### config.mk
export PLATFORM = sky130hd
export DESIGN_NAME = decimal_frequency_token_parser
export DESIGN_NICKNAME = d
export VERILOG_FILES = /design/src/hdl/dftp_pkg.sv /design/src/hdl/dftp_step.sv /design/src/hdl/decimal_frequency_token_parser.sv
export SDC_FILE = /design/constraint.sdc
export NUM_CORES = 1
export LEC_CHECK = 0
export BUFFER_PORTS_ARGS = -buffer_cell sky130_fd_sc_hd__buf_2
export CORE_MARGIN = 3
export CORE_UTILIZATION = 44
export CTS_CLUSTER_DIAMETER = 80
export DETAILED_ROUTE_END_ITERATION = 8
export GPL_TIMING_DRIVEN = 0
export RECOVER_POWER = 25
export SLEW_MARGIN = 5
export SYNTH_ARGS = -nofsm -noshare
export SYNTH_HDL_FRONTEND = slang
export SYNTH_SLANG_ARGS = --single-unit
### constraint.sdc
create_clock -name clk -period 4.9 [get_ports clk]
set_clock_uncertainty 0.05 [all_clocks]
set_input_delay 1.47 -clock clk [delete_from_list [all_inputs] [get_ports clk]]
set_output_delay 1.47 -clock clk [all_outputs]
set_load 0.005 [all_outputs]
### src/hdl/dftp_pkg.sv
`timescale 1ns / 1ps
// Package with the shared types and constants of the decimal frequency token parser.
package dftp_pkg;

  localparam logic [1:0] PH_SPACES = 2'd0;
  localparam logic [1:0] PH_MHZ    = 2'd1;
  localparam logic [1:0] PH_KHZ    = 2'd2;
  localparam logic [1:0] PH_DONE   = 2'd3;

  localparam logic [1:0] ST_OK      = 2'd0;
  localparam logic [1:0] ST_EMPTY   = 2'd1;
  localparam logic [1:0] ST_INVALID = 2'd2;

  localparam logic [7:0] CH_NUL   = 8'h00;
  localparam logic [7:0] CH_SPACE = 8'h20;
  localparam logic [7:0] CH_DOT   = 8'h2E;
  localparam logic [7:0] CH_ZERO  = 8'h30;
  localparam logic [7:0] CH_NINE  = 8'h39;

  localparam logic [15:0] MHZ_MAX  = 16'hFFFF;
  localparam logic [9:0]  KHZ_LIMIT = 10'd1000;

  typedef struct packed {
    logic [1:0]  phase;
    logic [15:0] mhz_acc;
    logic [9:0]  khz_acc;
    logic [1:0]  khz_count;
  } parse_state_t;

  typedef struct packed {
    logic [1:0]  status;
    logic [15:0] mhz;
    logic [9:0]  khz;
  } parse_result_t;

endpackage

### src/hdl/dftp_step.sv
`timescale 1ns / 1ps
// Combinational parse step: next token state and result for one character.
module dftp_step #(
  parameter int KHZ_DIGITS = 3
) (
  input  dftp_pkg::parse_state_t  state,
  input  logic                    start_req,
  input  logic [7:0]              char_code,
  output dftp_pkg::parse_state_t  state_next,
  output logic                    emit,
  output dftp_pkg::parse_result_t result
);

  localparam logic [1:0] DIGITS_W = 2'(KHZ_DIGITS);

  dftp_pkg::parse_state_t cur;
  logic        is_digit;
  logic [3:0]  digit;
  logic [19:0] mhz_prod;
  logic [15:0] mhz_digit;
  logic [13:0] khz_prod;
  logic [9:0]  khz_digit;
  logic [1:0]  count_inc;
  logic [13:0] pad_prod;
  logic [9:0]  khz_pad;
  logic        mhz_emit;
  logic [1:0]  mhz_phase;
  logic [15:0] mhz_next;

  always_comb begin
    cur = state;
    if (start_req) begin
      cur.phase     = dftp_pkg::PH_SPACES;
      cur.mhz_acc   = '0;
      cur.khz_acc   = '0;
      cur.khz_count = '0;
    end

    is_digit = (char_code >= dftp_pkg::CH_ZERO) && (char_code <= dftp_pkg::CH_NINE);
    digit    = is_digit ? 4'(char_code - dftp_pkg::CH_ZERO) : 4'd0;

    mhz_prod  = {4'd0, cur.mhz_acc} * 20'd10 + {16'd0, digit};
    mhz_digit = (mhz_prod > {4'd0, dftp_pkg::MHZ_MAX}) ? dftp_pkg::MHZ_MAX : mhz_prod[15:0];

    khz_prod  = {4'd0, cur.khz_acc} * 14'd10 + {10'd0, digit};
    khz_digit = khz_prod[9:0];
    count_inc = cur.khz_count + 2'd1;

    // Pads the kilohertz part with trailing zeros up to the full digit count.
    khz_pad = cur.khz_acc;
    for (int i = 0; i < 3; i++) begin
      pad_prod = {4'd0, khz_pad} * 14'd10;
      if ((i + int'(cur.khz_count)) < KHZ_DIGITS) begin
        khz_pad = pad_prod[9:0];
      end
    end

    // The megahertz step is shared by the space phase and the megahertz phase.
    mhz_emit  = 1'b0;
    mhz_phase = dftp_pkg::PH_MHZ;
    mhz_next  = cur.mhz_acc;
    if (is_digit) begin
      mhz_next = mhz_digit;
    end else if ((char_code == dftp_pkg::CH_DOT) && (cur.mhz_acc != 16'd0)) begin
      mhz_phase = dftp_pkg::PH_KHZ;
    end else begin
      mhz_emit = 1'b1;
    end

    state_next = cur;
    emit       = 1'b0;
    result     = '{status: dftp_pkg::ST_INVALID, mhz: 16'd0, khz: 10'd0};

    unique case (cur.phase)
      dftp_pkg::PH_DONE: begin
      end
      dftp_pkg::PH_SPACES: begin
        if (char_code == dftp_pkg::CH_NUL) begin
          emit             = 1'b1;
          result.status    = dftp_pkg::ST_EMPTY;
          state_next.phase = dftp_pkg::PH_DONE;
        end else if (char_code != dftp_pkg::CH_SPACE) begin
          emit               = mhz_emit;
          state_next.mhz_acc = mhz_next;
          state_next.phase   = mhz_emit ? dftp_pkg::PH_DONE : mhz_phase;
        end
      end
      dftp_pkg::PH_MHZ: begin
        emit               = mhz_emit;
        state_next.mhz_acc = mhz_next;
        state_next.phase   = mhz_emit ? dftp_pkg::PH_DONE : mhz_phase;
      end
      dftp_pkg::PH_KHZ: begin
        if (is_digit) begin
          state_next.khz_acc   = khz_digit;
          state_next.khz_count = count_inc;
          if (count_inc >= DIGITS_W) begin
            emit             = 1'b1;
            result.status    = dftp_pkg::ST_OK;
            result.mhz       = cur.mhz_acc;
            result.khz       = khz_digit;
            state_next.phase = dftp_pkg::PH_DONE;
          end
        end else if ((char_code == dftp_pkg::CH_SPACE) || (char_code == dftp_pkg::CH_NUL)) begin
          emit                 = 1'b1;
          result.status        = dftp_pkg::ST_OK;
          result.mhz           = cur.mhz_acc;
          result.khz           = khz_pad;
          state_next.khz_acc   = khz_pad;
          state_next.khz_count = DIGITS_W;
          state_next.phase     = dftp_pkg::PH_DONE;
        end else begin
          emit             = 1'b1;
          state_next.phase = dftp_pkg::PH_DONE;
        end
      end
      default: begin
      end
    endcase
  end

endmodule

### src/hdl/decimal_frequency_token_parser.sv
`timescale 1ns / 1ps
// Top level of the decimal frequency token parser with its input and result registers.
//
// The char channel carries one ASCII character per request, with start_req marking the
// first character of a new token. The result channel carries status, mhz_value and
// khz_value, and a result appears only when a token finishes: at a NUL or bad character,
// at a space after the kilohertz digits, or after the last kilohertz digit.
// A character is taken into an input register, and a single combinational parse step
// then updates the token state and loads the result register once that register is free.
// A result therefore passes through the input register and then the result register.
// The block takes one character every cycle while the result channel is not stalled;
// the state update of the parse step is a loop from the state register back to itself.
// While the result register holds a result that the receiver stalls, the parse step
// waits and char_stall rises once the input register is also full.
// Reset empties both registers and returns the token state to the space-skipping
// phase, so characters after reset are parsed as a new token without a start flag.
module decimal_frequency_token_parser #(
  parameter int KHZ_DIGITS = 3
) (
  input  logic        clk,
  input  logic        rst,
  input  logic        char_valid,
  output logic        char_stall,
  input  logic        start_req,
  input  logic [7:0]  char_code,
  output logic        result_valid,
  input  logic        result_stall,
  output logic [1:0]  status,
  output logic [15:0] mhz_value,
  output logic [9:0]  khz_value
);

  logic                    hold_valid;
  logic                    hold_start;
  logic [7:0]              hold_char;
  dftp_pkg::parse_state_t  state;
  dftp_pkg::parse_state_t  state_next;
  dftp_pkg::parse_result_t step_result;
  logic                    step_emit;
  logic                    out_free;
  logic                    advance;

  assign out_free   = !result_valid || !result_stall;
  assign advance    = hold_valid && out_free;
  assign char_stall = hold_valid && !out_free;

  dftp_step #(
    .KHZ_DIGITS(KHZ_DIGITS)
  ) u_step (
    .state     (state),
    .start_req (hold_start),
    .char_code (hold_char),
    .state_next(state_next),
    .emit      (step_emit),
    .result    (step_result)
  );

  always_ff @(posedge clk) begin
    if (rst) begin
      hold_valid <= 1'b0;
    end else if (!char_stall) begin
      hold_valid <= char_valid;
    end
    if (char_valid && !char_stall) begin
      hold_start <= start_req;
      hold_char  <= char_code;
    end
  end

  always_ff @(posedge clk) begin
    if (rst) begin
      state.phase     <= dftp_pkg::PH_SPACES;
      state.mhz_acc   <= '0;
      state.khz_acc   <= '0;
      state.khz_count <= '0;
    end else if (advance) begin
      state <= state_next;
    end
  end

  always_ff @(posedge clk) begin
    if (rst) begin
      result_valid <= 1'b0;
    end else if (advance && step_emit) begin
      result_valid <= 1'b1;
    end else if (!result_stall) begin
      result_valid <= 1'b0;
    end
    if (advance && step_emit) begin
      status    <= step_result.status;
      mhz_value <= step_result.mhz;
      khz_value <= step_result.khz;
    end
  end

`ifndef NO_ASSERTIONS
  a_status_code: assert property (@(posedge clk) disable iff (rst)
    result_valid |-> (status == dftp_pkg::ST_OK || status == dftp_pkg::ST_EMPTY ||
                      status == dftp_pkg::ST_INVALID))
    else $error("Result carries an undefined status code.");

  a_fail_zero: assert property (@(posedge clk) disable iff (rst)
    (result_valid && status != dftp_pkg::ST_OK) |-> (mhz_value == 16'd0 && khz_value == 10'd0))
    else $error("A failed token returned nonzero values.");

  a_khz_range: assert property (@(posedge clk) disable iff (rst)
    (result_valid && status == dftp_pkg::ST_OK) |-> (khz_value < dftp_pkg::KHZ_LIMIT))
    else $error("Kilohertz value is out of range.");

  a_no_stall_empty: assert property (@(posedge clk) disable iff (rst)
    !hold_valid |-> !char_stall)
    else $error("Input stalled with an empty input register.");

  a_idle_after_reset: assert property (@(posedge clk) disable iff (rst)
    $past(rst) |-> (!result_valid && state.phase == dftp_pkg::PH_SPACES))
    else $error("Block not idle after reset.");
`endif

endmodule
Word-level counts from Yosys, hierarchy flattened
Cells that the tools add are included.
{"block": "word_totals", "inputBits": 13, "ff_bits": 69, "output_inout_bits": 30}
{"block": "classes", "eq_ne": 6, "n_mul": 4, "order_cmp": 7, "n_reduce_logical": 15, "mux": 34, "n_addsub": 6}
{"op": "$mux W28", "n": 3}
{"op": "$lt A32 B3 Y1 const B", "n": 2}
{"op": "$mux W16", "n": 3}
{"op": "$mux W12", "n": 3}
{"op": "$pmux W16 S2", "n": 1}
{"op": "$mul A10 B3 Y9 const B", "n": 3}
{"op": "$mux W10", "n": 3}
{"op": "$mux W30", "n": 1}
{"op": "$add A20 B4 Y20", "n": 1}
{"op": "$gt A20 B16 Y1 const B", "n": 1}
{"op": "$mul A16 B3 Y19 const B", "n": 1}
{"op": "$mux W18", "n": 1}
{"op": "$eq A8 B6 Y1 const B", "n": 2}
{"op": "$reduce_bool A16 Y1", "n": 1}
{"op": "$mux W2", "n": 7}
{"op": "$add A10 B4 Y10", "n": 1}
{"op": "$ge A8 B6 Y1 const B", "n": 1}
{"op": "$le A8 B6 Y1 const B", "n": 1}
{"op": "$logic_not A8 Y1", "n": 1}
{"op": "$mux W1", "n": 8}
{"op": "$ne A8 B6 Y1 const B", "n": 1}
{"op": "$logic_and A1 B1 Y1", "n": 6}
{"op": "$pmux W2 S3", "n": 1}
{"op": "$logic_not A1 Y1", "n": 4}
{"op": "14 further kinds", "n": 15}

Logic depth before layout (Yosys ltp)
{"block": "depth", "depth_word": 10, "mapped_depth": 25}

Modules after synthesis
Synthesis repeated with hierarchy kept, for this count alone.
{"block": "unflattened", "hier_cells": 786, "area_unflattened_um2": 6660.1}
{"mod": "dftp_step", "cells_each": 608, "area_per_inst_um2": 4107.7, "n_inst": 1, "seq_area_each_um2": 0.0}
{"mod": "decimal_frequency_token_parser", "cells_each": 178, "area_per_inst_um2": 2552.4, "n_inst": 1, "seq_area_each_um2": 1751.7}

Worst setup path after synthesis
Ideal clock, no wire load.
{"block": "synth_path", "path_type": "register to register", "startpoint": "register hold_start", "endpoint": "register khz_value[9], data pin", "slack_ps": -275, "stages_incl_launch_ff": 26, "period_less_slack_ps": 5175, "arrival_time_ps": 4859, "required_ps": 4584, "setup_time_ps": 266, "cell_sequence": "edfxtp_1 -> inv_1 -> nand2_1 -> inv_1 -> clkbuf_1 -> ha_1 -> clkbuf_1 -> clkinv_1 -> mux2_2 -> ha_1 -> ha_1 -> inv_1 -> fa_1 -> nand2_1 -> o21ai_0 -> inv_1 -> ha_1 -> ha_1 -> a21oi_1 -> o21bai_1 -> a21oi_1 -> xnor2_1 -> xnor2_1 -> o2bb2ai_1 -> a21oi_1 -> nor2_1"}
{"block": "synth_between", "elab_chain_len": 9}
{"element": "from (decl)", "line_no": "decimal_frequency_token_parser.sv:34", "text": "logic hold_start;"}
{"element": "from (signal assigned)", "line_no": "decimal_frequency_token_parser.sv:65", "text": "hold_start <= start_req;"}
{"element": "$mux W30 *", "line_no": "dftp_step.sv:32", "text": "if (start_req) begin"}
{"element": "$mul A10 B3 Y9 / $lt A2 B2 Y1 (equally long branches)", "line_no": "dftp_step.sv:45, dftp_step.sv:52, dftp_step.sv:53"}
{"element": "$mux W10", "line_no": "dftp_step.sv:53", "text": "if ((i + int'(cur.khz_count)) < KHZ_DIGITS) begin"}
{"element": "$mul A10 B3 Y9", "line_no": "dftp_step.sv:52", "text": "pad_prod = {4'd0, khz_pad} * 14'd10;"}
{"element": "$mux W10", "line_no": "dftp_step.sv:53"}
{"element": "$mul A10 B3 Y9", "line_no": "dftp_step.sv:52"}
{"element": "$mux W10", "line_no": "dftp_step.sv:53"}
{"element": "$mux W28", "line_no": "dftp_step.sv:104", "text": "end else if ((char_code == dftp_pkg::CH_SPACE) || (char_code == dftp_pkg::CH_NUL)) begin"}
{"element": "$mux W28", "line_no": "dftp_step.sv:94", "text": "if (is_digit) begin"}
{"element": "to (signal assigned)", "line_no": "decimal_frequency_token_parser.sv:92", "text": "khz_value <= step_result.khz;"}
{"element": "to (decl)", "line_no": "decimal_frequency_token_parser.sv:30", "text": "output logic [9:0] khz_value"}
Mark *: on every way between the ends. The rest lies on a longest branch, timed or not.
A chain may end at the register's enable or synchronous reset.

Final worst setup path
{"block": "layout_path", "startpoint": "register hold_start", "endpoint": "register, netlist name state[10]"}
{"block": "layout_between", "elab_chain_len": 10}
{"element": "$mux W30 *", "line_no": "dftp_step.sv:32"}
{"element": "$mul A10 B3 Y9 / $lt A2 B2 Y1 (equally long branches)", "line_no": "dftp_step.sv:45, dftp_step.sv:52, dftp_step.sv:53"}
{"element": "$mux W10", "line_no": "dftp_step.sv:53"}
{"element": "$mul A10 B3 Y9", "line_no": "dftp_step.sv:52"}
{"element": "$mux W10", "line_no": "dftp_step.sv:53"}
{"element": "$mul A10 B3 Y9", "line_no": "dftp_step.sv:52"}
{"element": "$mux W10", "line_no": "dftp_step.sv:53"}
{"element": "$mux W12", "line_no": "dftp_step.sv:104"}
{"element": "$mux W12", "line_no": "dftp_step.sv:94"}
{"element": "$mux W12 *", "line_no": "dftp_step.sv:74", "text": "unique case (cur.phase)"}
Marked as above.

==> impl_results.html <==
<table>
<tr><th>Metric</th><th>Value</th></tr>
<tr><th colspan="2">Global routing</th></tr>
<tr><td>Pin count of the biggest net entering global routing</td><td>30</td></tr>
<tr><td>Antenna violations before repair</td><td>0</td></tr>
<tr><td>Remaining Overflow, GRT</td><td>0</td></tr>
<tr><td>GRT Resource Usage Total</td><td>0.228</td></tr>
<tr><td>Vias in the first global route</td><td>5104</td></tr>
<tr><td>Global-route wire length before repair</td><td>~27000 um</td></tr>
<tr><th colspan="2">STA</th></tr>
<tr><td>Post-route clock period utilization</td><td>0.963</td></tr>
<tr><td>Relative slew slack</td><td>0.323</td></tr>
<tr><td>Worst Tran Pin Value</td><td>about 1.0 ns</td></tr>
<tr><td>Post-route minimum period</td><td>between 4 and 5 ns</td></tr>
<tr><td>Highest Clock Rate</td><td>around 0.21 GHz</td></tr>
<tr><td>Final Hold Fails</td><td>0</td></tr>
<tr><td>Final sum of negative setup slack</td><td>0 ns</td></tr>
<tr><td>Final count of negative-setup-slack endpoints</td><td>0</td></tr>
<tr><td>Slew Viols, Final</td><td>0</td></tr>
<tr><th colspan="2">Setup path</th></tr>
<tr><td>Max Fanout on Critical Path</td><td>7</td></tr>
<tr><td>Delay of the slowest cell on the worst path</td><td>about 0.52 ns</td></tr>
<tr><td>Worst endpoint data arrival time</td><td>roughly 4.9 ns</td></tr>
<tr><td>Cells along the critical path</td><td>buf_8, nor2b_4, ha_4, ha_4, inv_1, fa_2, a21oi_4, ha_1, ha_4, a211oi_2, o21ai_0, o2bb2ai_1, ha_1, ha_4, xor2_1, nand2_1, o211ai_1, a21o_1, a2bb2oi_2, nor2_1</td></tr>
<tr><td>CP required</td><td>5.06 ns</td></tr>
<tr><td>Critical Path Source Type</td><td>flop</td></tr>
<tr><td>Critical Path Most Common Cell</td><td>sky130_fd_sc_hd__ha_4</td></tr>
<tr><td>Slowest cell on crit path</td><td>sky130_fd_sc_hd__edfxtp_1</td></tr>
<tr><td>Worst Setup Path Type</td><td>flop to flop</td></tr>
<tr><td>Element type at the critical path end</td><td>flop</td></tr>
<tr><th colspan="2">Clock network</th></tr>
<tr><td>TritonCTS buffer count</td><td>9</td></tr>
<tr><td>Clock transition time at the flip-flop clock pins of the worst setup and hold paths</td><td>0.06 ns</td></tr>
<tr><td>Max H-tree Level</td><td>3</td></tr>
<tr><td>Buffer levels on the longest clock path</td><td>2</td></tr>
<tr><td>Total clock sinks</td><td>between 60 and 70</td></tr>
<tr><td>Clock tree from TritonCTS</td><td>done</td></tr>
<tr><td>Clk_lat worst skew</td><td>0.34 ns</td></tr>
<tr><td>Root Buffer Master</td><td>sky130_fd_sc_hd__clkbuf_16</td></tr>
<tr><th colspan="2">Synth</th></tr>
<tr><td>Fraction of synthesis flops using an asynchronous set or reset pin</td><td>0</td></tr>
<tr><td>Leading area contributor after synthesis</td><td>sky130_fd_sc_hd__edfxtp_1</td></tr>
<tr><td>Count of flip-flops with a built-in enable after synthesis</td><td>37</td></tr>
<tr><td>Cell with the most instances after synthesis</td><td>sky130_fd_sc_hd__nor2_1</td></tr>
<tr><td>Area share of the largest cell type after synthesis</td><td>0.190</td></tr>
<tr><td>Nets in the synthesized netlist</td><td>between 700 and 800</td></tr>
<tr><td>Main synth FF type</td><td>sky130_fd_sc_hd__edfxtp_1</td></tr>
<tr><td>Mapped cell area</td><td>approximately 0.006 mm^2</td></tr>
<tr><td>Syn_area_per_cell</td><td>about 8.7 um^2</td></tr>
<tr><td>Cells after synthesis</td><td>around 680</td></tr>
<tr><td>Sequential fraction of the synthesis area</td><td>0.299</td></tr>
<tr><td>Top post-synthesis cells by count</td><td>70 x sky130_fd_sc_hd__nor2_1, 63 x sky130_fd_sc_hd__a21oi_1, 58 x sky130_fd_sc_hd__ha_1</td></tr>
<tr><td>Synth unique cells</td><td>65</td></tr>
<tr><td>Top area cells in the synthesized netlist</td><td>sky130_fd_sc_hd__edfxtp_1 19%, sky130_fd_sc_hd__ha_1 12%, sky130_fd_sc_hd__dfxtp_1 11%</td></tr>
<tr><td>Flip-flop and latch count after synthesis</td><td>between 60 and 70</td></tr>
<tr><td>Yosys warning total</td><td>0</td></tr>
<tr><th colspan="2">Cells and area</th></tr>
<tr><td>Post-layout instance count excluding filler cells</td><td>933</td></tr>
<tr><td>Share of final-layout standard cells stronger than drive strength 1</td><td>0.208</td></tr>
<tr><td>Synth-to-layout area growth</td><td>24.0%</td></tr>
<tr><td>Final design instance area without fill</td><td>between 0.007 and 0.008 mm^2</td></tr>
<tr><td>Layout Utilization</td><td>0.566</td></tr>
<tr><td># diodes</td><td>0</td></tr>
<tr><td>Final-stage net count</td><td>between 800 and 900</td></tr>
<tr><th colspan="2">Min path</th></tr>
<tr><td>Classification of the worst-slack hold path</td><td>flop to flop</td></tr>
<tr><th colspan="2">Pwr</th></tr>
<tr><td>Sw Ratio</td><td>0.231</td></tr>
<tr><td>Total net switching power</td><td>322 uW</td></tr>
<tr><td>Power Dens Cells</td><td>around 190 mW/mm^2</td></tr>
<tr><td>Register share of total power</td><td>0.458</td></tr>
<tr><td>Clock network power share</td><td>0.467</td></tr>
<tr><td>Leakage Power</td><td>~0.0030 uW</td></tr>
<tr><td>VDD IR-drop max</td><td>roughly 0.17 mV</td></tr>
<tr><td>Post-layout total power</td><td>between 1000 and 1500 uW</td></tr>
<tr><td>Power share of the combinational group</td><td>0.075</td></tr>
<tr><td>Internal Dissipation</td><td>between 1000 and 1500 uW</td></tr>
<tr><th colspan="2">Detailed routing</th></tr>
<tr><td>Router iterations before antenna repair</td><td>6</td></tr>
<tr><td>Wirelength, routed</td><td>16600 um</td></tr>
<tr><td>Number of vias per cell after detailed routing</td><td>between 5 and 6</td></tr>
<tr><td>Overall via count from detail_route</td><td>5361</td></tr>
<tr><td>Number of nets with antenna violations after detailed routing</td><td>0</td></tr>
<tr><td>Residual DRC</td><td>0</td></tr>
<tr><td>Routed length per instance</td><td>~18 um</td></tr>
<tr><td>Detailed Route Iter0 Violations</td><td>approximately 440</td></tr>
<tr><th colspan="2">Floorplan</th></tr>
<tr><td>Area of the die</td><td>approximately 0.015 mm^2</td></tr>
<tr><td>Height of the chip</td><td>roughly 120 um</td></tr>
<tr><td>Area of the core</td><td>between 0.01 and 0.015 mm^2</td></tr>
<tr><td>Ports</td><td>43</td></tr>
<tr><td>Horiz. Die Dim</td><td>around 120 um</td></tr>
<tr><td>Starting density of the core</td><td>0.457</td></tr>
<tr><td>Number of rows created at floorplan</td><td>41</td></tr>
<tr><th colspan="2">Placement</th></tr>
<tr><td>Number of buffers inserted by port buffering</td><td>between 40 and 50</td></tr>
<tr><td>DP Area</td><td>0.00629 mm^2</td></tr>
<tr><td>Weighted congestion at the end of routability-driven global placement</td><td>0.910</td></tr>
<tr><td>Inst Count DP</td><td>around 890</td></tr>
<tr><td>Half-perimeter wire length of the detailed placement result</td><td>around 12000 um</td></tr>
<tr><th colspan="2">Run</th></tr>
<tr><td>Max-cap violation count</td><td>0</td></tr>
<tr><th colspan="2">Run status</th></tr>
<tr><td>Result of the run</td><td>finished clean</td></tr>
</table>
critical path, delay by kind of cell, from the launching register on:
family / cells / cell delay (ns)
adder cells (fa/ha/maj): 7 / 1.94
flip-flops: 1 / 0.52
buffers and inverters: 2 / 0.28
XOR/XNOR: 1 / 0.16
AO/OA/AOI/OAI: 7 / 1.31
AND/OR/NAND/NOR: 3 / 0.31
final cells by class:
| cell class | count | area (um^2) |
|---|---|---|
| plain buffers | 33 | 184 |
| clock buffers | 11 | 243 |
| clock inverters | 5 | 58.8 |
| fillers | 1186 | 5560 |
| inverters | 29 | 121 |
| multi-input cells | 543 | 4260 |
| flip-flops and latches | 69 | 1750 |
| well taps | 172 | 215 |
| repair buffers | 71 | 423 |
kinds of logic after synthesis:
logic type / Yosys count / share of synthesized area
buffers and inverters: 63 / 0.0419
AOI/OAI and AO/OA: 179 / 0.198
xor gates and xnor gates: 60 / 0.0910
adders and majority gates: 64 / 0.144
and+or+nand+nor: 226 / 0.201
muxes: 14 / 0.0252
DFF: 69 / 0.299
sequential cells by signal, indices dropped and copies added (netlist names):
| register | count |
|---|---|
| hold_start | 1 |
| khz_value | 10 |
| status | 2 |
| hold_char | 8 |
| result_valid | 1 |
| mhz_value | 16 |
| state | 30 |
| hold_valid | 1 |
worst paths after layout:
path,slack (ns),start,end,cells after the start
max,0.18,hold_start,state[10],20
min,0.45,state[8],state[8],2
max reg2reg,0.18,hold_start,state[10],20
min reg2reg,0.45,state[8],state[8],2
metal layers:
layer,GRT usage,share of wire
met1,0.346,0.47
met2,0.339,0.43
met3,0.0354,0.088
met4,0.0539,0.012
met5,0,0
power groups by stage:
stage / Combinational (uW) / Sequential (uW) / Clock (uW)
after floorplan: 52.3 / 650 / 0
after global placement: 90.0 / 651 / 0
final: 104 / 639 / 653
after detailed placement: 91.3 / 652 / 0
after CTS: 99.8 / 639 / 664
after global routing: 115 / 641 / 683
per-stage QoR:
stage	worst slack (ns)	hold WS (ns)
finish	0.181	0.446
global route	-0.0125	0.483
CTS	-0.0132	0.446
detailed placement	-1.02	0.433
global placement	-0.863	0.426
floorplan	0.0596	0.392
repair_timing:
item / 4_1_cts / 5_1_grt
gates resized for setup: 51 / 45
endpoints found under the setup margin: 26 / 23
cloned: 0 / 0
hold buffers: 0 / 0
buffers inserted: 12 / 17
pin swaps: 8 / 15
hold endpoints to repair: 0 / 0
layout by cell type, fill, tap and decap left out, types with 24 or more instances in the layout:
cell type / count
sky130_fd_sc_hd__and2_1: 28
sky130_fd_sc_hd__dfxtp_1: 32
sky130_fd_sc_hd__xnor2_1: 42
sky130_fd_sc_hd__buf_2: 36
sky130_fd_sc_hd__ha_1: 43
sky130_fd_sc_hd__nor2_1: 70
sky130_fd_sc_hd__clkbuf_1: 25
sky130_fd_sc_hd__buf_4: 28
sky130_fd_sc_hd__edfxtp_1: 37
sky130_fd_sc_hd__a21oi_1: 56
sky130_fd_sc_hd__inv_1: 24
sky130_fd_sc_hd__nand2_1: 36
(Power assumes the default switching activity.)
